### config.mk
export PLATFORM = sky130hd
export DESIGN_NAME = spring_chain_euler_step
export DESIGN_NICKNAME = d
export VERILOG_FILES = /design/src/hw/rtl/sces_pkg.sv /design/src/hw/rtl/sces_ram.sv /design/src/hw/rtl/spring_chain_euler_step.sv
export SDC_FILE = /design/constraint.sdc
export NUM_CORES = 2
export LEC_CHECK = 0
export ABC_AREA = 1
export BUFFER_PORTS_ARGS = -buffer_cell sky130_fd_sc_hd__buf_2
export CORE_MARGIN = 2
export CORE_UTILIZATION = 48
export CTS_CLUSTER_DIAMETER = 150
export DETAILED_ROUTE_END_ITERATION = 8
export GPL_TIMING_DRIVEN = 0
export SYNTH_ARGS = -nofsm -noshare
export SYNTH_HDL_FRONTEND = slang
export SYNTH_SLANG_ARGS = --single-unit
### constraint.sdc
create_clock -name clk_i -period 8.7 [get_ports clk_i]
set_input_delay 0.87 -clock clk_i [delete_from_list [all_inputs] [get_ports clk_i]]
set_output_delay 0.87 -clock clk_i [all_outputs]
set_load 0.005 [all_outputs]
### src/hw/rtl/sces_pkg.sv
// ----------------------------------------------------------------------------
// Spring chain Euler step package
// Shared types, register codes, reset values and fixed-point helpers for the
// spring chain integrator.
// ----------------------------------------------------------------------------
package sces_pkg;

  localparam int unsigned MAX_PARTICLES_DEFAULT = 16;

  localparam logic [15:0] SPRING_CONSTANT_RESET = 16'd6554;
  localparam logic [15:0] INVERSE_MASS_RESET    = 16'd6554;
  localparam logic [15:0] TIME_STEP_RESET       = 16'd66;
  localparam logic [30:0] WALL_LENGTH_RESET     = 31'd655360;
  localparam logic [4:0]  PARTICLES_USED_RESET  = 5'd10;

  localparam int unsigned CFG_INDEX_W = 3;
  localparam int unsigned CFG_DATA_W  = 31;

  typedef enum logic [CFG_INDEX_W-1:0] {
    CFG_SPRING_CONSTANT = 3'd0,
    CFG_INVERSE_MASS    = 3'd1,
    CFG_TIME_STEP       = 3'd2,
    CFG_WALL_LENGTH     = 3'd3,
    CFG_PARTICLES_USED  = 3'd4
  } cfg_index_e;

  typedef enum logic {
    OP_LOAD = 1'b0,
    OP_STEP = 1'b1
  } op_e;

  typedef enum logic [3:0] {
    ST_IDLE,
    ST_LOADX,
    ST_FETCH,
    ST_READ,
    ST_DIFF,
    ST_M1,
    ST_M2,
    ST_M3,
    ST_M4,
    ST_UPD
  } state_e;

  typedef struct packed {
    logic               op;
    logic [3:0]         particle_index;
    logic signed [31:0] position;
    logic signed [31:0] momentum;
  } in_t;

  typedef struct packed {
    logic [3:0]         out_index;
    logic signed [31:0] out_position;
    logic signed [31:0] out_momentum;
    logic               last_particle;
  } out_t;

  // Product scaled by a Q0.16 factor, rounded half up.
  function automatic logic signed [36:0] round_q16(input logic signed [52:0] prod);
    logic signed [52:0] biased;
    biased = prod + 53'sd32768;
    return biased[52:16];
  endfunction

  function automatic logic signed [31:0] sat32(input logic signed [37:0] v);
    logic signed [31:0] res;
    if (v > 38'sd2147483647) begin
      res = 32'sh7FFF_FFFF;
    end else if (v < -38'sd2147483648) begin
      res = 32'sh8000_0000;
    end else begin
      res = v[31:0];
    end
    return res;
  endfunction

endpackage

### src/hw/rtl/sces_ram.sv
// ----------------------------------------------------------------------------
// Generic RAM
// One write port and one read port with registered read data.
// ----------------------------------------------------------------------------
module sces_ram #(
  parameter int unsigned WIDTH = 32,
  parameter int unsigned DEPTH = 16,
  localparam int unsigned AW = (DEPTH > 1) ? $clog2(DEPTH) : 1
) (
  input  logic             clk_i,
  input  logic             we_i,
  input  logic [AW-1:0]    waddr_i,
  input  logic [WIDTH-1:0] wdata_i,
  input  logic [AW-1:0]    raddr_i,
  output logic [WIDTH-1:0] rdata_o
);

  logic [WIDTH-1:0] mem_q [DEPTH];
  logic [WIDTH-1:0] rdata_q;

  always_ff @(posedge clk_i) begin
    if (we_i) begin
      mem_q[waddr_i] <= wdata_i;
    end
    rdata_q <= mem_q[raddr_i];
  end

  assign rdata_o = rdata_q;

endmodule

### src/hw/rtl/spring_chain_euler_step.sv
// ----------------------------------------------------------------------------
// Spring chain Euler step
// Mass-spring chain between two walls, advanced by one explicit Euler sweep
// per step beat, with one shared 36 by 17 bit multiplier.
// ----------------------------------------------------------------------------
// A load beat is written at acceptance if its index is in range and yields
// no result; the input stays open. A step beat closes the input through
// LOADX and FETCH and then READ, DIFF, M1 to M4 and UPD per particle; each
// result is registered in UPD, which waits while the output register holds
// an untaken result. The shared multiplier is used four times per
// particle. Reset restores the register defaults and idles the sequencer;
// particle memories are not cleared and must be loaded before a step.
module spring_chain_euler_step #(
  parameter int unsigned MAX_PARTICLES = sces_pkg::MAX_PARTICLES_DEFAULT
) (
  input  logic                                 clk_i,
  input  logic                                 rst_ni,
  input  logic                                 cfg_we_i,
  input  logic [sces_pkg::CFG_INDEX_W-1:0]     cfg_index_i,
  input  logic [sces_pkg::CFG_DATA_W-1:0]      cfg_wdata_i,
  input  logic                                 in_valid_i,
  output logic                                 in_ready_o,
  input  sces_pkg::in_t                        in_data_i,
  output logic                                 out_valid_o,
  input  logic                                 out_ready_i,
  output sces_pkg::out_t                       out_data_o
);

  localparam int unsigned AW = (MAX_PARTICLES > 1) ? $clog2(MAX_PARTICLES) : 1;
  localparam int unsigned CW = $clog2(MAX_PARTICLES + 1);

  // Configuration registers.
  logic [15:0] k_q, im_q, dt_q;
  logic [30:0] wall_q;
  logic [4:0]  pu_q;

  always_ff @(posedge clk_i or negedge rst_ni) begin
    if (!rst_ni) begin
      k_q    <= sces_pkg::SPRING_CONSTANT_RESET;
      im_q   <= sces_pkg::INVERSE_MASS_RESET;
      dt_q   <= sces_pkg::TIME_STEP_RESET;
      wall_q <= sces_pkg::WALL_LENGTH_RESET;
      pu_q   <= sces_pkg::PARTICLES_USED_RESET;
    end else if (cfg_we_i) begin
      unique case (cfg_index_i)
        sces_pkg::CFG_SPRING_CONSTANT: k_q    <= cfg_wdata_i[15:0];
        sces_pkg::CFG_INVERSE_MASS:    im_q   <= cfg_wdata_i[15:0];
        sces_pkg::CFG_TIME_STEP:       dt_q   <= cfg_wdata_i[15:0];
        sces_pkg::CFG_WALL_LENGTH:     wall_q <= cfg_wdata_i[30:0];
        sces_pkg::CFG_PARTICLES_USED:  pu_q   <= cfg_wdata_i[4:0];
        default: ;
      endcase
    end
  end

  sces_pkg::state_e state_q, state_d;
  logic [CW-1:0]    i_q, i_d, n_q, n_d, nxt_i;
  logic             out_valid_q, out_valid_d;
  sces_pkg::out_t   out_q;

  logic signed [31:0] x_q, xr_q, left_q, p_q, pn_q, vel_q;
  logic signed [35:0] diff_q, grad_q;
  logic signed [52:0] prod_q, prod_d;
  logic signed [35:0] mul_a;
  logic [15:0]        mul_f;
  logic signed [36:0] rnd_v;
  logic signed [31:0] right_v, xn_v, pn_v;
  logic signed [35:0] diff_v;

  logic            in_acc, is_last, out_free, load_ok;
  logic [AW+3:0]   load_idx_ext;
  logic [AW-1:0]   load_addr;

  logic            pos_we, mom_we;
  logic [AW-1:0]   pos_waddr, pos_raddr, mom_raddr;
  logic [31:0]     pos_wdata, mom_wdata, pos_rdata, mom_rdata;

  assign in_acc       = in_valid_i && in_ready_o;
  assign nxt_i        = i_q + CW'(1);
  assign is_last      = (nxt_i == n_q);
  assign out_free     = !out_valid_q || out_ready_i;
  assign load_idx_ext = (AW + 4)'(in_data_i.particle_index);
  assign load_addr    = load_idx_ext[AW-1:0];
  assign load_ok      = (32'(in_data_i.particle_index) < MAX_PARTICLES);

  always_comb begin
    if (pu_q == 5'd0) begin
      n_d = CW'(1);
    end else if (32'(pu_q) > MAX_PARTICLES) begin
      n_d = CW'(MAX_PARTICLES);
    end else begin
      n_d = CW'(pu_q);
    end
  end

  // Next state.
  always_comb begin
    state_d = state_q;
    unique case (state_q)
      sces_pkg::ST_IDLE: begin
        if (in_acc && in_data_i.op == sces_pkg::OP_STEP) begin
          state_d = sces_pkg::ST_LOADX;
        end
      end
      sces_pkg::ST_LOADX: state_d = sces_pkg::ST_FETCH;
      sces_pkg::ST_FETCH: state_d = sces_pkg::ST_READ;
      sces_pkg::ST_READ:  state_d = sces_pkg::ST_DIFF;
      sces_pkg::ST_DIFF:  state_d = sces_pkg::ST_M1;
      sces_pkg::ST_M1:    state_d = sces_pkg::ST_M2;
      sces_pkg::ST_M2:    state_d = sces_pkg::ST_M3;
      sces_pkg::ST_M3:    state_d = sces_pkg::ST_M4;
      sces_pkg::ST_M4:    state_d = sces_pkg::ST_UPD;
      sces_pkg::ST_UPD: begin
        if (out_free) begin
          state_d = is_last ? sces_pkg::ST_IDLE : sces_pkg::ST_READ;
        end
      end
      default: state_d = sces_pkg::ST_IDLE;
    endcase
  end

  // Sequencer outputs.
  always_comb begin
    in_ready_o = 1'b0;
    pos_we     = 1'b0;
    mom_we     = 1'b0;
    pos_waddr  = i_q[AW-1:0];
    pos_wdata  = xn_v;
    mom_wdata  = pn_q;
    pos_raddr  = nxt_i[AW-1:0];
    mom_raddr  = i_q[AW-1:0];
    mul_a      = diff_q;
    mul_f      = k_q;
    unique case (state_q)
      sces_pkg::ST_IDLE: begin
        in_ready_o = 1'b1;
        pos_waddr  = load_addr;
        pos_wdata  = in_data_i.position;
        mom_wdata  = in_data_i.momentum;
        if (in_acc && in_data_i.op == sces_pkg::OP_LOAD && load_ok) begin
          pos_we = 1'b1;
          mom_we = 1'b1;
        end
      end
      sces_pkg::ST_LOADX: pos_raddr = '0;
      sces_pkg::ST_M2: begin
        mul_a = {{4{p_q[31]}}, p_q};
        mul_f = im_q;
      end
      sces_pkg::ST_M3: begin
        mul_a = grad_q;
        mul_f = dt_q;
      end
      sces_pkg::ST_M4: begin
        mul_a = {{4{vel_q[31]}}, vel_q};
        mul_f = dt_q;
      end
      sces_pkg::ST_UPD: begin
        mul_a  = {{4{vel_q[31]}}, vel_q};
        mul_f  = dt_q;
        pos_we = out_free;
        mom_we = out_free;
      end
      default: ;
    endcase
  end

  assign prod_d  = mul_a * $signed({1'b0, mul_f});
  assign rnd_v   = sces_pkg::round_q16(prod_q);
  assign right_v = is_last ? $signed({1'b0, wall_q}) : $signed(pos_rdata);
  assign diff_v  = $signed({{3{x_q[31]}}, x_q, 1'b0}) - {{4{left_q[31]}}, left_q}
                   - {{4{right_v[31]}}, right_v};
  assign pn_v    = sces_pkg::sat32({{6{p_q[31]}}, p_q} - {rnd_v[36], rnd_v});
  assign xn_v    = sces_pkg::sat32({{6{x_q[31]}}, x_q} + {rnd_v[36], rnd_v});

  always_comb begin
    i_d = i_q;
    if (state_q == sces_pkg::ST_IDLE) begin
      i_d = '0;
    end else if (state_q == sces_pkg::ST_UPD && out_free) begin
      i_d = nxt_i;
    end
  end

  always_comb begin
    out_valid_d = out_valid_q && !out_ready_i;
    if (state_q == sces_pkg::ST_UPD && out_free) begin
      out_valid_d = 1'b1;
    end
  end

  always_ff @(posedge clk_i or negedge rst_ni) begin
    if (!rst_ni) begin
      state_q     <= sces_pkg::ST_IDLE;
      i_q         <= '0;
      n_q         <= CW'(1);
      out_valid_q <= 1'b0;
    end else begin
      state_q     <= state_d;
      i_q         <= i_d;
      out_valid_q <= out_valid_d;
      if (in_acc) begin
        n_q <= n_d;
      end
    end
  end

  // Datapath registers.
  always_ff @(posedge clk_i) begin
    prod_q <= prod_d;
    unique case (state_q)
      sces_pkg::ST_IDLE:  left_q <= '0;
      sces_pkg::ST_FETCH: x_q    <= pos_rdata;
      sces_pkg::ST_DIFF: begin
        p_q    <= mom_rdata;
        xr_q   <= right_v;
        diff_q <= diff_v;
      end
      sces_pkg::ST_M2: grad_q <= rnd_v[35:0];
      sces_pkg::ST_M3: vel_q  <= rnd_v[31:0];
      sces_pkg::ST_M4: pn_q   <= pn_v;
      sces_pkg::ST_UPD: begin
        if (out_free) begin
          left_q              <= xn_v;
          x_q                 <= xr_q;
          out_q.out_index     <= 4'(i_q);
          out_q.out_position  <= xn_v;
          out_q.out_momentum  <= pn_q;
          out_q.last_particle <= is_last;
        end
      end
      default: ;
    endcase
  end

  assign out_valid_o = out_valid_q;
  assign out_data_o  = out_q;

  sces_ram #(
    .WIDTH(32),
    .DEPTH(MAX_PARTICLES)
  ) u_pos_ram (
    .clk_i  (clk_i),
    .we_i   (pos_we),
    .waddr_i(pos_waddr),
    .wdata_i(pos_wdata),
    .raddr_i(pos_raddr),
    .rdata_o(pos_rdata)
  );

  sces_ram #(
    .WIDTH(32),
    .DEPTH(MAX_PARTICLES)
  ) u_mom_ram (
    .clk_i  (clk_i),
    .we_i   (mom_we),
    .waddr_i(pos_waddr),
    .wdata_i(mom_wdata),
    .raddr_i(mom_raddr),
    .rdata_o(mom_rdata)
  );

endmodule
* Word-level counts from Yosys, hierarchy flattened
Memories as Yosys holds them, arrays and structs flattened. A register that Yosys moved wholly into a read port is not among the register bits. Index checks and enable logic that the tools add are counted.
Cells by class: $add $sub $neg 6, multiply operators 1, magnitude comparators 5, eq/ne operators 16, mux-type cells 28, bitwise logic cells 1, reductions and logical operators 25
Operators by type and width (count):
- two-way mux 32 bit | 8
- case mux 32 bit (2 select lines) | 2
- case mux 36 bit (3 select lines) | 1
- greater-than comparator 38 x 32 -> 1 bit (second input constant) | 2
- < comparator 38 x 32 -> 1 bit (second input constant) | 2
- adder 53 x 17 -> 53 bit (second input constant) | 1
- multiplier 36 x 17 -> 53 bit | 1
- case mux 4 bit (10 select lines) | 1
- adder 32 x 37 -> 38 bit | 1
- subtractor 32 x 37 -> 38 bit | 1
- subtractor 34 x 32 -> 35 bit | 1
- subtractor 33 x 32 -> 34 bit | 1
- case mux 16 bit (2 select lines) | 1
- two-way mux 5 bit | 4
- AND reduction 2 bit | 9
- == test 4 x 3 -> 1 bit (second input constant) | 4
- two-way mux 4 bit | 4
- == test 4 x 2 -> 1 bit (second input constant) | 2
- == test 4 bit (second input constant) | 2
- == test 3 x 2 -> 1 bit (second input constant) | 2
- nonzero test 2 bit | 3
- adder 5 x 1 -> 5 bit (second input constant) | 1
- == test 5 bit | 1
- greater-than comparator 5 bit (second input constant) | 1
- 16 further kinds | 26
Word-level totals: bits in registers 485, RAM bits 1024, input bits 108, output and inout port bits 71, memories kept 2
Memories:
- u_mom_ram.mem_q | depth 16, bits a word 32, rd ports 1, clocked after memory_dff 1, write ports 1, line sces_ram.sv:18 | logic [WIDTH-1:0] mem_q [DEPTH];
- u_pos_ram.mem_q | depth 16, bits a word 32, rd ports 1, clocked after memory_dff 1, write ports 1, line sces_ram.sv:18

* Logic depth before layout (Yosys ltp)
word-level depth 8, depth in mapped cells 42, mapped depth without buffers 39

* Modules after synthesis
Synthesis repeated with hierarchy kept, for this count alone.
Second synthesis, totals: cells, all modules 9650, area total of the unflattened synthesis 91703.0 sq um
Modules (own cells, without submodules):
- spring_chain_euler_step | times used 1, cells each 5410, area an instance 46228.1 sq um, seq. area each 13233.9 sq um
- sces_ram (u_mom_ram) | times used 1, cells each 2120, area an instance 22744.3 sq um, seq. area each 16015.4 sq um
- sces_ram (u_pos_ram) | times used 1, cells each 2120, area an instance 22730.6 sq um, seq. area each 16015.4 sq um

* Worst setup path after synthesis
Ideal clock, no wire load.
path kind register to register, start point register state_q[3], end point register prod_q[51], library setup time 72 ps, arrival 6797 ps, required time 8628 ps, setup slack 1832 ps, cell stages (with the launch flop) 29, buffers on the path 3, clock period less this slack 6868 ps, path through dfrtp_1 -> nor2_1 -> inv_1 -> nor2_1 -> buf_2 -> buf_2 -> nand2_1 -> nand2_1 -> nand2_1 -> buf_2 -> nor2_1 -> inv_1 -> fa_1 -> inv_1 -> fa_1 -> inv_1 -> fa_1 -> fa_1 -> fa_1 -> fa_1 -> inv_1 -> ha_1 -> inv_1 -> nor3_1 -> nand2_1 -> nor3_1 -> nand3_1 -> o211ai_1 -> xor2_1
Between the ends: longest elaborated chain between the ends 4, elaborated cells on any way between the ends 9, those cells by class mul (1); eq/ne (4); mux (2); reduce/logical (2)
Ends and longest elaborated chain:
- start, declared | line spring_chain_euler_step.sv:56 | sces_pkg::state_e state_q, state_d;
- start signal, assigned | line spring_chain_euler_step.sv:194 | state_q <= sces_pkg::ST_IDLE;
- start signal, assigned | line spring_chain_euler_step.sv:199 | state_q <= state_d;
- == test 4 bit / == test 4 x 3 -> 1 bit (equally long branches) | line spring_chain_euler_step.sv:134 | unique case (state_q)
- OR reduction 3 bit (no source line) / OR reduction 2 bit (equally long branches)
- case mux 16 bit (2 select lines) / case mux 36 bit (3 select lines) (equally long branches) | line spring_chain_euler_step.sv:134
- multiplier 36 x 17 -> 53 bit (*) | line spring_chain_euler_step.sv:168 | assign prod_d = mul_a * $signed({1'b0, mul_f});
- via prod_d[51] | line spring_chain_euler_step.sv:63 | logic signed [52:0] prod_q, prod_d;
- end signal, assigned | line spring_chain_euler_step.sv:210 | prod_q <= prod_d;
- end, declared | line spring_chain_euler_step.sv:63
The timed path passes the listed nets; every way through them passes the cells marked *. A chain may end at the register's enable or synchronous reset.

* Worst setup path in the final report
start point register state_q[3], end point register prod_q[42]
Same word-level chain as after synthesis.

==> run summary <==
Finished Cell Area - 97200 µm²
Reg2Reg Depth - 32
status - finished, final reports clean
I/O pin cnt - 179
Period minus WS final - 8.52 ns
Starting Density - 48.4%
Clock Tree Buf Depth - 3
Most used DFF post-synth - edfxtp_1
first drt pass iteration count - 6
CTS clk-pin slew, worst paths - 0.07 ns
H-tree Lvls - 4
DRC - 0
MaxCap Viol Count - 0
Die X - 429 µm
Slew Limit Fails - 0
sequential share of the synthesized area - 52.2%
unrepaired setup endpoints after global routing - true
synth warn - 0
largest net degree at the start of global routing - 57
vias in the first global route - 63500
Nets - 9568
Syn Nets - 9171
initial antenna violation count - 10
CP top delay family - adder cells
1st-iter DRT viols - 6634
Placement Cell Area - 91800 µm²
Final Util - 54.3%
Worst path max stage delay - 0.58 ns
die footprint - 184000 µm²
CP Depth - 32
async set or reset register ratio after synthesis - 6.36%
Filler cells - 15800
Overflow after GRT - 0
Hold Crit Class - in -> async
Final period util - 98.0%
Synth top area share - 47.0%
slowest cell on the critical path - fa_1
FF-to-FF setup slack - 0.18 ns
# port buffers - 178
Crit Path Class - reg -> reg
fmax - 117 MHz
root buf cell - clkbuf_16
Synth Instances - 8250
clk_skew - 0.0392 ns
per-cell routed wire length - 26.9 µm
Least-Margin Pin Slew - 1.38 ns
critical-path maximum fanout - 10
area of the multi-input gates - 36300 µm²
final cell count without fillers - 11100
Routed Antenna Nets - 0
#FFs+latches synth - 1557
# setup viols final - 0
CTS tree - yes
endpoints failing hold - 0
Mean Syn Cell Area - 10.5 µm²
Setup crit end kind - flop
Register Area - 45300 µm²
Die Y - 429 µm
top cells by area, synth - edfxtp_1 (47%), fa_1 (13%), nand2_1 (6.6%), nor2_1 (4.6%), inv_1 (4.3%)
clk sink count - 1557
WP buf/inv - 10
Inst Count DP - 10800
via count - 63900
final setup margin - 0.177 ns
Core Area - 179000 µm²
first-pass GRT wire length - 432000 µm
pre-CTS WS - -0.969 ns
Clk Latency, worst-skew pair - 0.82 ns
crit path DAT - 9.23 ns
Post-Syn Area - 86700 µm²
Synth area leader - edfxtp_1
floorplan row count - 155
share of post-route cells with drive strength above 1 - 8.60%
startpoint class of the critical path - flop
Slew Limit Headroom - 7.29%
Yosys cell types - 60
RD Place Congestion - 0.995
Area Overhead vs Synth - 12.2%
DPL Wire Length - 228000 µm
GRT Util Overall - 32.4%
via density per instance - 5.74
EDFF count, synth - 1356
Worst Path Required - 9.41 ns
wirelength, routed - 299000 µm
Num CTS Buffers - 159
-- area by class of cell --
type                            count  area share (%)
Tap cell                         2355            3.03
Buffer                            359            1.61
Clock inverter                     86           0.821
Timing Repair Buffer              239            2.19
Multi-Input combinational cell   5307            37.3
Antenna cell                        3         0.00772
Sequential cell                  1557            46.6
Inverter                         1024            3.97
Clock buffer                      208            4.48
-- cells in the mapped netlist (all sizes together), types with 15 or more instances --
master / n
a22oi: 15
o21ai: 637
xor2: 109
a31oi: 24
mux2: 15
xnor2: 60
ha: 236
o221ai: 166
buf: 99
nand4: 48
nor2: 1070
a21oi: 241
nand3: 158
o211ai: 42
inv: 1021
edfxtp: 1356
or2: 35
nor4: 25
dfxtp: 102
nor3: 106
o21a: 18
o22ai: 73
dfrtp: 78
clkbuf: 263
nand2: 1543
fa: 577
o311ai: 27
dfstp: 21
-- worst register-to-register path, delay by kind of cell, from the launching register on --
family	cells	cell delay, ns
buffers and inverters	10	1.61
adder cells (fa/ha/maj)	7	3.41
flip-flops	1	0.41
AO/OA/AOI/OAI	5	1.36
XOR/XNOR	1	0.17
AND/OR/NAND/NOR	9	1.44
-- placed cells by master, fill, tap and decap left out, types with 14 or more instances in the layout --
master	synthesis	layout
nor2_1	1066	1045
buf_1	18	18
dfrtp_1	78	78
o311ai_0	27	27
inv_1	998	995
fa_1	577	576
o21a_1	18	18
o21ai_0	597	592
nand2_1	1519	1507
a31oi_1	24	24
edfxtp_1	1356	1356
xnor2_1	60	60
mux2_2	15	15
o211ai_1	42	42
buf_2	62	233
buf_12	0	43
xor2_1	109	109
o21ai_2	14	29
or2_2	35	35
a21oi_1	240	238
nand2_2	23	35
clkbuf_16	0	164
ha_1	236	236
o22ai_1	73	73
dfxtp_1	102	102
nor4_1	25	24
inv_2	23	22
buf_4	10	19
nand4_1	48	48
clkinv_1	3	36
clkbuf_1	263	288
clkinv_2	0	25
o21ai_1	25	14
dfstp_2	21	21
a22oi_1	15	15
nor2_4	1	20
nor3_1	106	104
o221ai_1	166	166
nand3_1	156	156
-- path summary, 6_finish.rpt --
path,start,end
max in group asynchronous,rst_ni,wall_q[17]$_DFFE_PN1P_
min reg2reg,u_mom_ram.rdata_o[26]$_DFF_P_,p_q[26]$_DFFE_PP_
max reg2reg,state_q[3]$_DFFE_PN0P_,prod_q[42]$_DFF_P_
max,state_q[3]$_DFFE_PN0P_,prod_q[42]$_DFF_P_
min,rst_ni,dt_q[2]$_DFFE_PN0P_
min in group clk_i,cfg_wdata_i[25],wall_q[25]$_DFFE_PN0P_
-- flip-flops by register name, summed over array words and instances, names as in the netlist, 35 cells and up --
name	cells
diff_q	35
prod_q	38
u_mom_ram.mem_q	512
grad_q	36
u_pos_ram.mem_q	512
out_data_o	69
-- kinds of logic after synthesis --
family	Yosys count	synth area share, %
adders and majority gates	813	16.7
DFF	1557	52.2
muxes	15	0.195
and+or+nand+nor	3008	13.9
AOI/OAI and AO/OA	1302	9.01
buffers and inverters	1386	6.21
xor gates and xnor gates	169	1.71
-- per-layer routing --
| metal | part of all wire (%) | wire (µm) | global-route usage (%) |
|---|---|---|---|
| met3 | 7.5 | 22500 | 4.70 |
| met1 | 38 | 114000 | 41.1 |
| met2 | 48 | 145000 | 54.2 |
| met4 | 5.9 | 17800 | 16.7 |
| met5 | 0.0077 | 23 | 0 |
-- through the flow --
stage               setup TNS [ns]  hold WS, ns
finish                           0       0.0506
global route                -0.115       0.0675
CTS                        -0.0189       0.0184
detailed placement          -21.02        0.389
global placement          -1930.23        0.387
floorplan                        0        0.386
-- what timing repair did --
action,CTS,global route
buffers inserted,4,2
hold buffers,0,0
resized for setup,35,32
pin swaps,1,2
endpoints found under the setup margin,36,26
Power is left out: the tool's default activity adds up to more than one toggle a clock period on the data nets, which glitch-free logic cannot reach.
